File: src/rtl/core/focvm_pkg.sv
package focvm_pkg;

    localparam int ANGLE_BITS = 16;
    localparam int SINE_TABLE_DEPTH = 256;
    localparam int DUTY_MAX = 255;
    localparam int K_BITS = $clog2(SINE_TABLE_DEPTH);

    localparam int SIN_A = 102944;
    localparam int SIN_B = 42048;
    localparam int SIN_C = 4640;
    localparam int SQRT3_HALF_Q16 = 56756;

    // register indexes
    localparam logic [2:0] REG_BUS_VOLTAGE = 3'd0;
    localparam logic [2:0] REG_POLE_PAIRS = 3'd1;
    localparam logic [2:0] REG_REVERSE_DIR = 3'd2;
    localparam logic [2:0] REG_ZERO_OFFSET = 3'd3;
    localparam logic [2:0] REG_PARK_MODE = 3'd4;

    typedef struct packed {
        logic [15:0] bus_voltage;
        logic [5:0]  pole_pairs;
        logic        reverse_direction;
        logic [15:0] zero_offset;
        logic        park_mode;
    } cfg_t;

    // sin(pi/2 * x), x in 0..65536, result 0..65536
    function automatic logic [16:0] quarter_sine(input logic [16:0] x);
        logic [33:0] xx;
        logic [16:0] x2;
        logic [29:0] t1;
        logic [16:0] t;
        logic [33:0] t2;
        logic [17:0] u;
        logic [34:0] r;
        xx = 34'(x) * 34'(x);
        x2 = xx[32:16];
        t1 = 30'(SIN_C) * 30'(x2);
        t = 17'(SIN_B) - 17'(t1[29:16]);
        t2 = 34'(t) * 34'(x2);
        u = 18'(SIN_A) - 18'(t2[33:16]);
        r = 35'(u) * 35'(x);
        return r[32:16];
    endfunction

    // signed sine of a 16 bit turn phase
    function automatic logic signed [17:0] phase_sine(input logic [15:0] p);
        logic [16:0] x;
        logic [16:0] v;
        x = {1'b0, p[13:0], 2'b00};
        v = p[14] ? quarter_sine(17'd65536 - x) : quarter_sine(x);
        return p[15] ? -$signed({1'b0, v}) : $signed({1'b0, v});
    endfunction

    // sine table over the quantized angle steps
    function automatic logic signed [17:0] sine_entry(input logic [K_BITS-1:0] k);
        logic [15:0] ph;
        ph = 16'((32'(k) << 16) / SINE_TABLE_DEPTH);
        return phase_sine(ph);
    endfunction

endpackage

File: src/rtl/core/focvm_duty.sv
module focvm_duty (
    input  logic               aclk,
    input  logic               en,
    input  logic signed [50:0] phase_v,
    input  logic [15:0]        bus,
    output logic [7:0]         duty
);
    import focvm_pkg::*;

    logic [49:0] vmax;
    logic [41:0] clamped;
    logic [49:0] full_reg;
    logic [15:0] bus_reg;
    logic [24:0] rem_hi;
    logic [3:0]  q_hi;
    logic [24:0] rem_mid_reg;
    logic [3:0]  q_hi_reg;
    logic [15:0] bus_mid_reg;
    logic [24:0] rem_lo;
    logic [3:0]  q_lo;

    // clamp to 0..2*bus*2^32 and keep the value above bit 8
    always_comb begin
        vmax = {1'b0, bus, 33'd0};
        if (phase_v < 0) clamped = '0;
        else if (phase_v[49:0] > vmax) clamped = vmax[49:8];
        else clamped = phase_v[49:8];
    end

    // scale by DUTY_MAX; floor(x / (bus << 25)) = floor((x >> 25) / bus)
    always_ff @(posedge aclk) begin
        if (en) begin
            full_reg <= 50'(clamped) * 50'(DUTY_MAX);
            bus_reg <= bus;
        end
    end

    // quotient is at most 255: upper four bits of the restoring divide
    always_comb begin
        rem_hi = full_reg[49:25];
        q_hi = '0;
        for (int i = 3; i >= 0; i--) begin
            if (rem_hi >= (25'(bus_reg) << (i + 4))) begin
                rem_hi = rem_hi - (25'(bus_reg) << (i + 4));
                q_hi[i] = 1'b1;
            end
        end
    end

    always_ff @(posedge aclk) begin
        if (en) begin
            rem_mid_reg <= rem_hi;
            q_hi_reg <= q_hi;
            bus_mid_reg <= bus_reg;
        end
    end

    // lower four quotient bits
    always_comb begin
        rem_lo = rem_mid_reg;
        q_lo = '0;
        for (int i = 3; i >= 0; i--) begin
            if (rem_lo >= (25'(bus_mid_reg) << i)) begin
                rem_lo = rem_lo - (25'(bus_mid_reg) << i);
                q_lo[i] = 1'b1;
            end
        end
    end

    // zero bus forces a zero duty
    always_ff @(posedge aclk) begin
        if (en) duty <= (bus_mid_reg == 16'd0) ? 8'd0 : {q_hi_reg, q_lo};
    end
endmodule

File: config.mk
export PLATFORM = sky130hd
export DESIGN_NAME = focvm_duty
export DESIGN_NICKNAME = d
export VERILOG_FILES = /design/src/rtl/core/focvm_pkg.sv /design/src/rtl/core/focvm_duty.sv
export SDC_FILE = /design/constraint.sdc
export NUM_CORES = 1
export LEC_CHECK = 0
export BUFFER_PORTS_ARGS = -buffer_cell sky130_fd_sc_hd__buf_2
export CAP_MARGIN = 10
export CORE_UTILIZATION = 40
export DETAILED_ROUTE_END_ITERATION = 8
export PLACE_DENSITY_LB_ADDON = 0.05
export SYNTH_ARGS = -nofsm -noshare
export SYNTH_HDL_FRONTEND = slang
export SYNTH_SLANG_ARGS = --single-unit
File: constraint.sdc
create_clock -name aclk -period 13.7 [get_ports aclk]
set_input_delay 0.685 -clock aclk [delete_from_list [all_inputs] [get_ports aclk]]
set_output_delay 0.685 -clock aclk [all_outputs]
set_load 0.01 [all_outputs]
Word-level counts from Yosys, hierarchy flattened
Index checks and enable logic that the tools add are counted.
{ "word_totals": {"ff_bits": 119, "inputBits": 69, "out_inout_bits": 8, "wordCells": 42} }
{ "op_classes": {"n_addsub": 7, "n_mul": 1, "order_cmp": 10, "muxes": 17, "n_reduce_logical": 1} }
{ "ops": {"columns": ["operator", "n"], "rows": [
  ["25-bit two-way mux", 7],
  ["42-bit two-way mux", 2],
  ["51-bit by 1-bit < comparator with 1-bit output, second input constant", 1],
  ["50-bit by 49-bit > comparator with 1-bit output", 1],
  ["42-bit by 8-bit multiplier with 50-bit output, second input constant", 1],
  ["25-bit by 16-bit greater-or-equal comparator with 1-bit output", 1],
  ["25-bit by 17-bit greater-or-equal comparator with 1-bit output", 1],
  ["25-bit by 18-bit greater-or-equal comparator with 1-bit output", 1],
  ["25-bit by 19-bit greater-or-equal comparator with 1-bit output", 1],
  ["25-bit by 20-bit greater-or-equal comparator with 1-bit output", 1],
  ["25-bit by 21-bit greater-or-equal comparator with 1-bit output", 1],
  ["25-bit by 22-bit greater-or-equal comparator with 1-bit output", 1],
  ["25-bit by 23-bit greater-or-equal comparator with 1-bit output", 1],
  ["25-bit by 17-bit subtractor with 25-bit output", 1],
  ["25-bit by 18-bit subtractor with 25-bit output", 1],
  ["25-bit by 19-bit subtractor with 25-bit output", 1],
  ["25-bit by 20-bit subtractor with 25-bit output", 1],
  ["25-bit by 21-bit subtractor with 25-bit output", 1],
  ["25-bit by 22-bit subtractor with 25-bit output", 1],
  ["25-bit by 23-bit subtractor with 25-bit output", 1],
  ["16-bit zero test", 1],
  ["1-bit two-way mux", 8]
]} }

Logic depth before layout (Yosys ltp)
{ "logic_depth": {"depth_word": 8, "mapped_depth": 55, "mapped_depth_nobuf": 50} }

Worst setup path before layout
No wires, ideal clock.
{ "synth_timing": {"path_type": "reg-to-reg", "start": "register rem_mid_reg[3]", "end": "register duty[0], data pin", "setup_ns": 0.273, "arrival_time_ns": 10.653, "required_time_ns": 13.427, "setup_slack_ns": 2.774, "path_stages_with_launch": 54, "synth_period_minus_slack_ns": 10.926, "cell_sequence": "edfxtp_1 inv_1 ha_1 inv_1 fa_1 a21oi_1 o21ai_2 a2111o_1 or4b_1 buf_2 and2_1 buf_6 clkbuf_1 clkbuf_1 o21ai_0 ha_1 or4_1 o21ai_0 [18 not listed] o2111ai_1 nor2_8 buf_6 mux2i_1 ha_1 nor2b_1 o21a_1 o21ai_0 nand2b_1 a21oi_1 o21ai_0 a21o_1 a21oi_1 o21ai_0 a21o_1 a2111o_1 nor3_1 a41oi_2"} }
{ "synth_via": {"elab_chain_cells": 8, "word_cells_on_any_way": 11, "classes_between": "add/sub: 3; order compare: 4; mux: 4"} }
{ "synth_lines": {"columns": ["element", "line_no", "text"], "rows": [
  ["start: declaration", "focvm_duty.sv:16", "logic [24:0] rem_mid_reg;"],
  ["start signal: assignment", "focvm_duty.sv:52", "rem_mid_reg <= rem_hi;"],
  ["25-bit by 19-bit subtractor with 25-bit output or 25-bit by 19-bit greater-or-equal comparator with 1-bit output (tied branches)", "focvm_duty.sv:64, focvm_duty.sv:63", null],
  ["25-bit two-way mux *", "focvm_duty.sv:63", "if (rem_lo >= (25'(bus_mid_reg) << i)) begin"],
  ["25-bit by 18-bit subtractor with 25-bit output or 25-bit by 18-bit greater-or-equal comparator with 1-bit output (tied branches)", "focvm_duty.sv:64, focvm_duty.sv:63", null],
  ["25-bit two-way mux *", "focvm_duty.sv:63", null],
  ["25-bit by 17-bit subtractor with 25-bit output or 25-bit by 17-bit greater-or-equal comparator with 1-bit output (tied branches)", "focvm_duty.sv:64, focvm_duty.sv:63", null],
  ["25-bit two-way mux *", "focvm_duty.sv:63", null],
  ["25-bit by 16-bit greater-or-equal comparator with 1-bit output *", "focvm_duty.sv:63", null],
  ["1-bit two-way mux *", "focvm_duty.sv:63", null],
  ["end signal: assignment", "focvm_duty.sv:72", "if (en) duty <= (bus_mid_reg == 16'd0) ? 8'd0 : {q_hi_reg, q_lo};"],
  ["end: declaration", "focvm_duty.sv:6", "output logic [7:0] duty"]
]} }
Every way passes the cells marked *; elsewhere a longest branch is shown, timed or not.
A chain may end at the register's enable or synchronous reset.

Final worst setup path
{ "layout_timing": {"start": "register bus_mid_reg[0]", "end": "register duty[0], data pin"} }
{ "layout_via": {"elab_chain_cells": 8, "word_cells_on_any_way": 12, "classes_between": "add/sub: 3; order compare: 4; mux: 4; reduce/logical: 1"} }
{ "layout_lines": {"columns": ["element", "line_no", "text"], "rows": [
  ["start: declaration", "focvm_duty.sv:18", "logic [15:0] bus_mid_reg;"],
  ["start signal: assignment", "focvm_duty.sv:54", "bus_mid_reg <= bus_reg;"],
  ["25-bit by 19-bit subtractor with 25-bit output or 25-bit by 19-bit greater-or-equal comparator with 1-bit output (tied branches)", "focvm_duty.sv:64, focvm_duty.sv:63", null],
  ["25-bit two-way mux", "focvm_duty.sv:63", null],
  ["25-bit by 18-bit subtractor with 25-bit output or 25-bit by 18-bit greater-or-equal comparator with 1-bit output (tied branches)", "focvm_duty.sv:64, focvm_duty.sv:63", null],
  ["25-bit two-way mux", "focvm_duty.sv:63", null],
  ["25-bit by 17-bit subtractor with 25-bit output or 25-bit by 17-bit greater-or-equal comparator with 1-bit output (tied branches)", "focvm_duty.sv:64, focvm_duty.sv:63", null],
  ["25-bit two-way mux", "focvm_duty.sv:63", null],
  ["25-bit by 16-bit greater-or-equal comparator with 1-bit output", "focvm_duty.sv:63", null],
  ["1-bit two-way mux", "focvm_duty.sv:63", null]
]} }
Several ways; a longest one is shown, not always the timed one.

==> results.json <==
{
  "cp.arrival_ns": 12.90,
  "die_area_um2": 46700,
  "grt_max_degree": 72,
  "nets": 2543,
  "yosys.area.top_type": "fa_1",
  "hold_class": "reg -> reg",
  "start_kind": "register",
  "gr-total-overflow": 0,
  "slowest_stage": "and3_1",
  "clock_path_buffers": 2,
  "yosysUniqueCellTypes": 95,
  "die_width_um": 216,
  "drtIter0Drc": 814,
  "die_h_um": 216,
  "routabilityCongestion": 0.931,
  "min_period_ns": 12.80,
  "dp_hpwl_mm": 42.1,
  "grt_use_total_pct": 21.4,
  "port_buffers": 76,
  "synth_edf_count": 94,
  "cts_hold_buf": 0,
  "rsz0062_at_grt": "false",
  "cts-buffers-inserted": 9,
  "cts_max_level": 3,
  "slowest_delay_ns": 0.52,
  "finClkSkew_ns": 0.0137,
  "cts_sinks": 94,
  "grt_pass1_vias": 14459,
  "drive_above_1_share_pct": 8.64,
  "syn_inst": 1989,
  "ys_top_cells_by_area": "fa_1 (23%), edfxtp_1 (15%), ha_1 (14%)",
  "cts_tree": "built",
  "critical_path_class": "reg -> reg",
  "path_clk_slew_ns": 0.08,
  "synth.avg_cell_area_um2": 9.21,
  "wirelength_mm": 49.4,
  "status": "finished clean",
  "grt_pass1_wl_mm": 78.8,
  "worstSkewPairLatency_ns": 0.36,
  "worst_pin_slew_ns": 0.964,
  "diodes": 0,
  "path_max_fanout": 28,
  "postRouteAntennaNets": 0,
  "antenna_found_initial": 2,
  "post_cts_buffers": 0,
  "async_flop_share_pct": 0,
  "avgRoutedWirePerCell_um": 18.6,
  "hold_viol": 0,
  "cpMostUsedCell": "a21oi_1",
  "nFillCells": 4530,
  "io_pins": 77,
  "dr.pass1.iters": 5,
  "coreArea_um2": 45300,
  "required_ns": 13.80,
  "ys_ff_latch": 94,
  "rows": 78,
  "syn_area_um2": 18300,
  "finalSetupViolations": 0,
  "remaining_drc_errors": 0,
  "seq_area_frac_synth_pct": 15.4,
  "yosys_warnings": 0,
  "final-max-slew-violation-count": 0,
  "netlist.area_leader.share_pct": 22.5,
  "root_buffer": "clkbuf_16",
  "finalCritPeriodShare_pct": 93.4,
  "synth_flop_cell": "edfxtp_1",
  "start_util_pct": 40.5,
  "area_growth_pct": 7.33,
  "vias": 14410,
  "cp-end-kind": "register",
  "vias_per_cell": 5.42,
  "tns_ns": 0,
  "slew_headroom_pct": 35.7,
  "cap_violations": 0,
  "fmax_mhz": 78.1
}
## worst paths after layout
kind	end	slack, ns	start	depth (start not counted)
max	duty[0]$_SDFFCE_PN0P_	0.90	bus_mid_reg[0]$_DFFE_PP_	47
min	rem_mid_reg[3]$_DFFE_PP_	0.44	full_reg[28]$_DFFE_PP_	0
max reg2reg	duty[0]$_SDFFCE_PN0P_	0.90	bus_mid_reg[0]$_DFFE_PP_	47
min reg2reg	rem_mid_reg[3]$_DFFE_PP_	0.44	full_reg[28]$_DFFE_PP_	0
## logic make-up after synthesis
kind of cell / after synthesis / synth area share [%]
flip-flops: 94 / 15.4
AND/OR/NAND/NOR: 481 / 13.7
multiplexers: 61 / 3.56
XOR/XNOR: 111 / 5.31
AO/OA/AOI/OAI: 505 / 18.3
adder cells (fa/ha/maj): 418 / 37.0
other: 1 / 0.0205
buffers and inverters: 318 / 6.75
## timing repair
action,CTS,global route
hold endpoints to repair,0,0
setup endpoints to repair,0,23
gates resized for setup,0,6
## area by class of cell
type / count / area (um^2) / share of cell area [%]
multi-input combinational: 1585 / 14300 / 72.8
sequential: 94 / 2820 / 14.4
inverter: 285 / 1070 / 5.44
tap: 600 / 751 / 3.82
timing repair buffer: 81 / 420 / 2.14
clock buffer: 9 / 225 / 1.15
clock inverter: 6 / 68.8 / 0.350
## per-stage QoR
| step | setup WS [ns] | hold WS (ns) | utilization, % | cell area, um^2 | instances |
|---|---|---|---|---|---|
| global placement | 0.792 | 0.426 | 42.7 | 19400 | 2644 |
| detailed placement | 0.366 | 0.427 | 42.7 | 19400 | 2644 |
| floorplan | 2.77 | 0.417 | - | 18300 | 1996 |
| CTS | 0.314 | 0.443 | 43.4 | 19700 | 2659 |
| finish | 0.899 | 0.444 | 43.4 | 19700 | 2660 |
| global route | 0.0602 | 0.451 | 43.4 | 19700 | 2660 |
## metal layers
layer / vias up / share of wire, % / GRT usage, %
li1: 7132 / - / -
met1: 6966 / 49 / 30.6
met2: 270 / 46 / 35.6
met3: 42 / 3.1 / 1.80
met4: 0 / 1.2 / 3.94
met5: - / 0 / 0
## cell usage in the layout, fill, tap and decap left out, types with 8 or more instances in the layout
cell,n
mux2i_1,28
o21a_1,32
o21ai_0,110
nor4_1,21
a21oi_1,123
xor2_1,40
or2_2,27
nand2b_1,21
or4_1,10
mux2_2,27
o211ai_1,8
edfxtp_1,94
o31ai_1,15
o21ai_1,12
fa_1,206
buf_2,75
nand4_1,27
nor2_1,84
a211oi_1,15
ha_1,212
a21o_1,65
clkbuf_16,9
inv_1,282
nand2_1,145
o21bai_1,23
nor2b_1,19
and2_1,19
nand3_1,25
and3_1,22
xnor2_1,71
a31oi_1,12
nor3_1,20
conb_1,8
## cells in the mapped netlist, drive strengths merged, types with 23 or more instances
| library cell | instances |
|---|---|
| edfxtp | 94 |
| nor2 | 86 |
| a21o | 65 |
| mux2 | 33 |
| or2 | 28 |
| xor2 | 40 |
| mux2i | 28 |
| fa | 206 |
| o21bai | 23 |
| o21ai | 124 |
| nand4 | 28 |
| a21oi | 125 |
| xnor2 | 71 |
| ha | 212 |
| nand3 | 26 |
| nand2 | 146 |
| inv | 282 |
| o21a | 33 |
## critical path: cells and delay by family, from the launching register on
family / cells / cell delay (ns)
flops: 1 / 0.50
compound gates: 28 / 7.11
simple gates: 10 / 2.67
fa+ha+maj: 5 / 1.52
buf+inv: 2 / 0.13
mux: 2 / 0.56
Power is not shown: default switching activity piles up to over one toggle a cycle in this logic, so the estimate is an artifact.
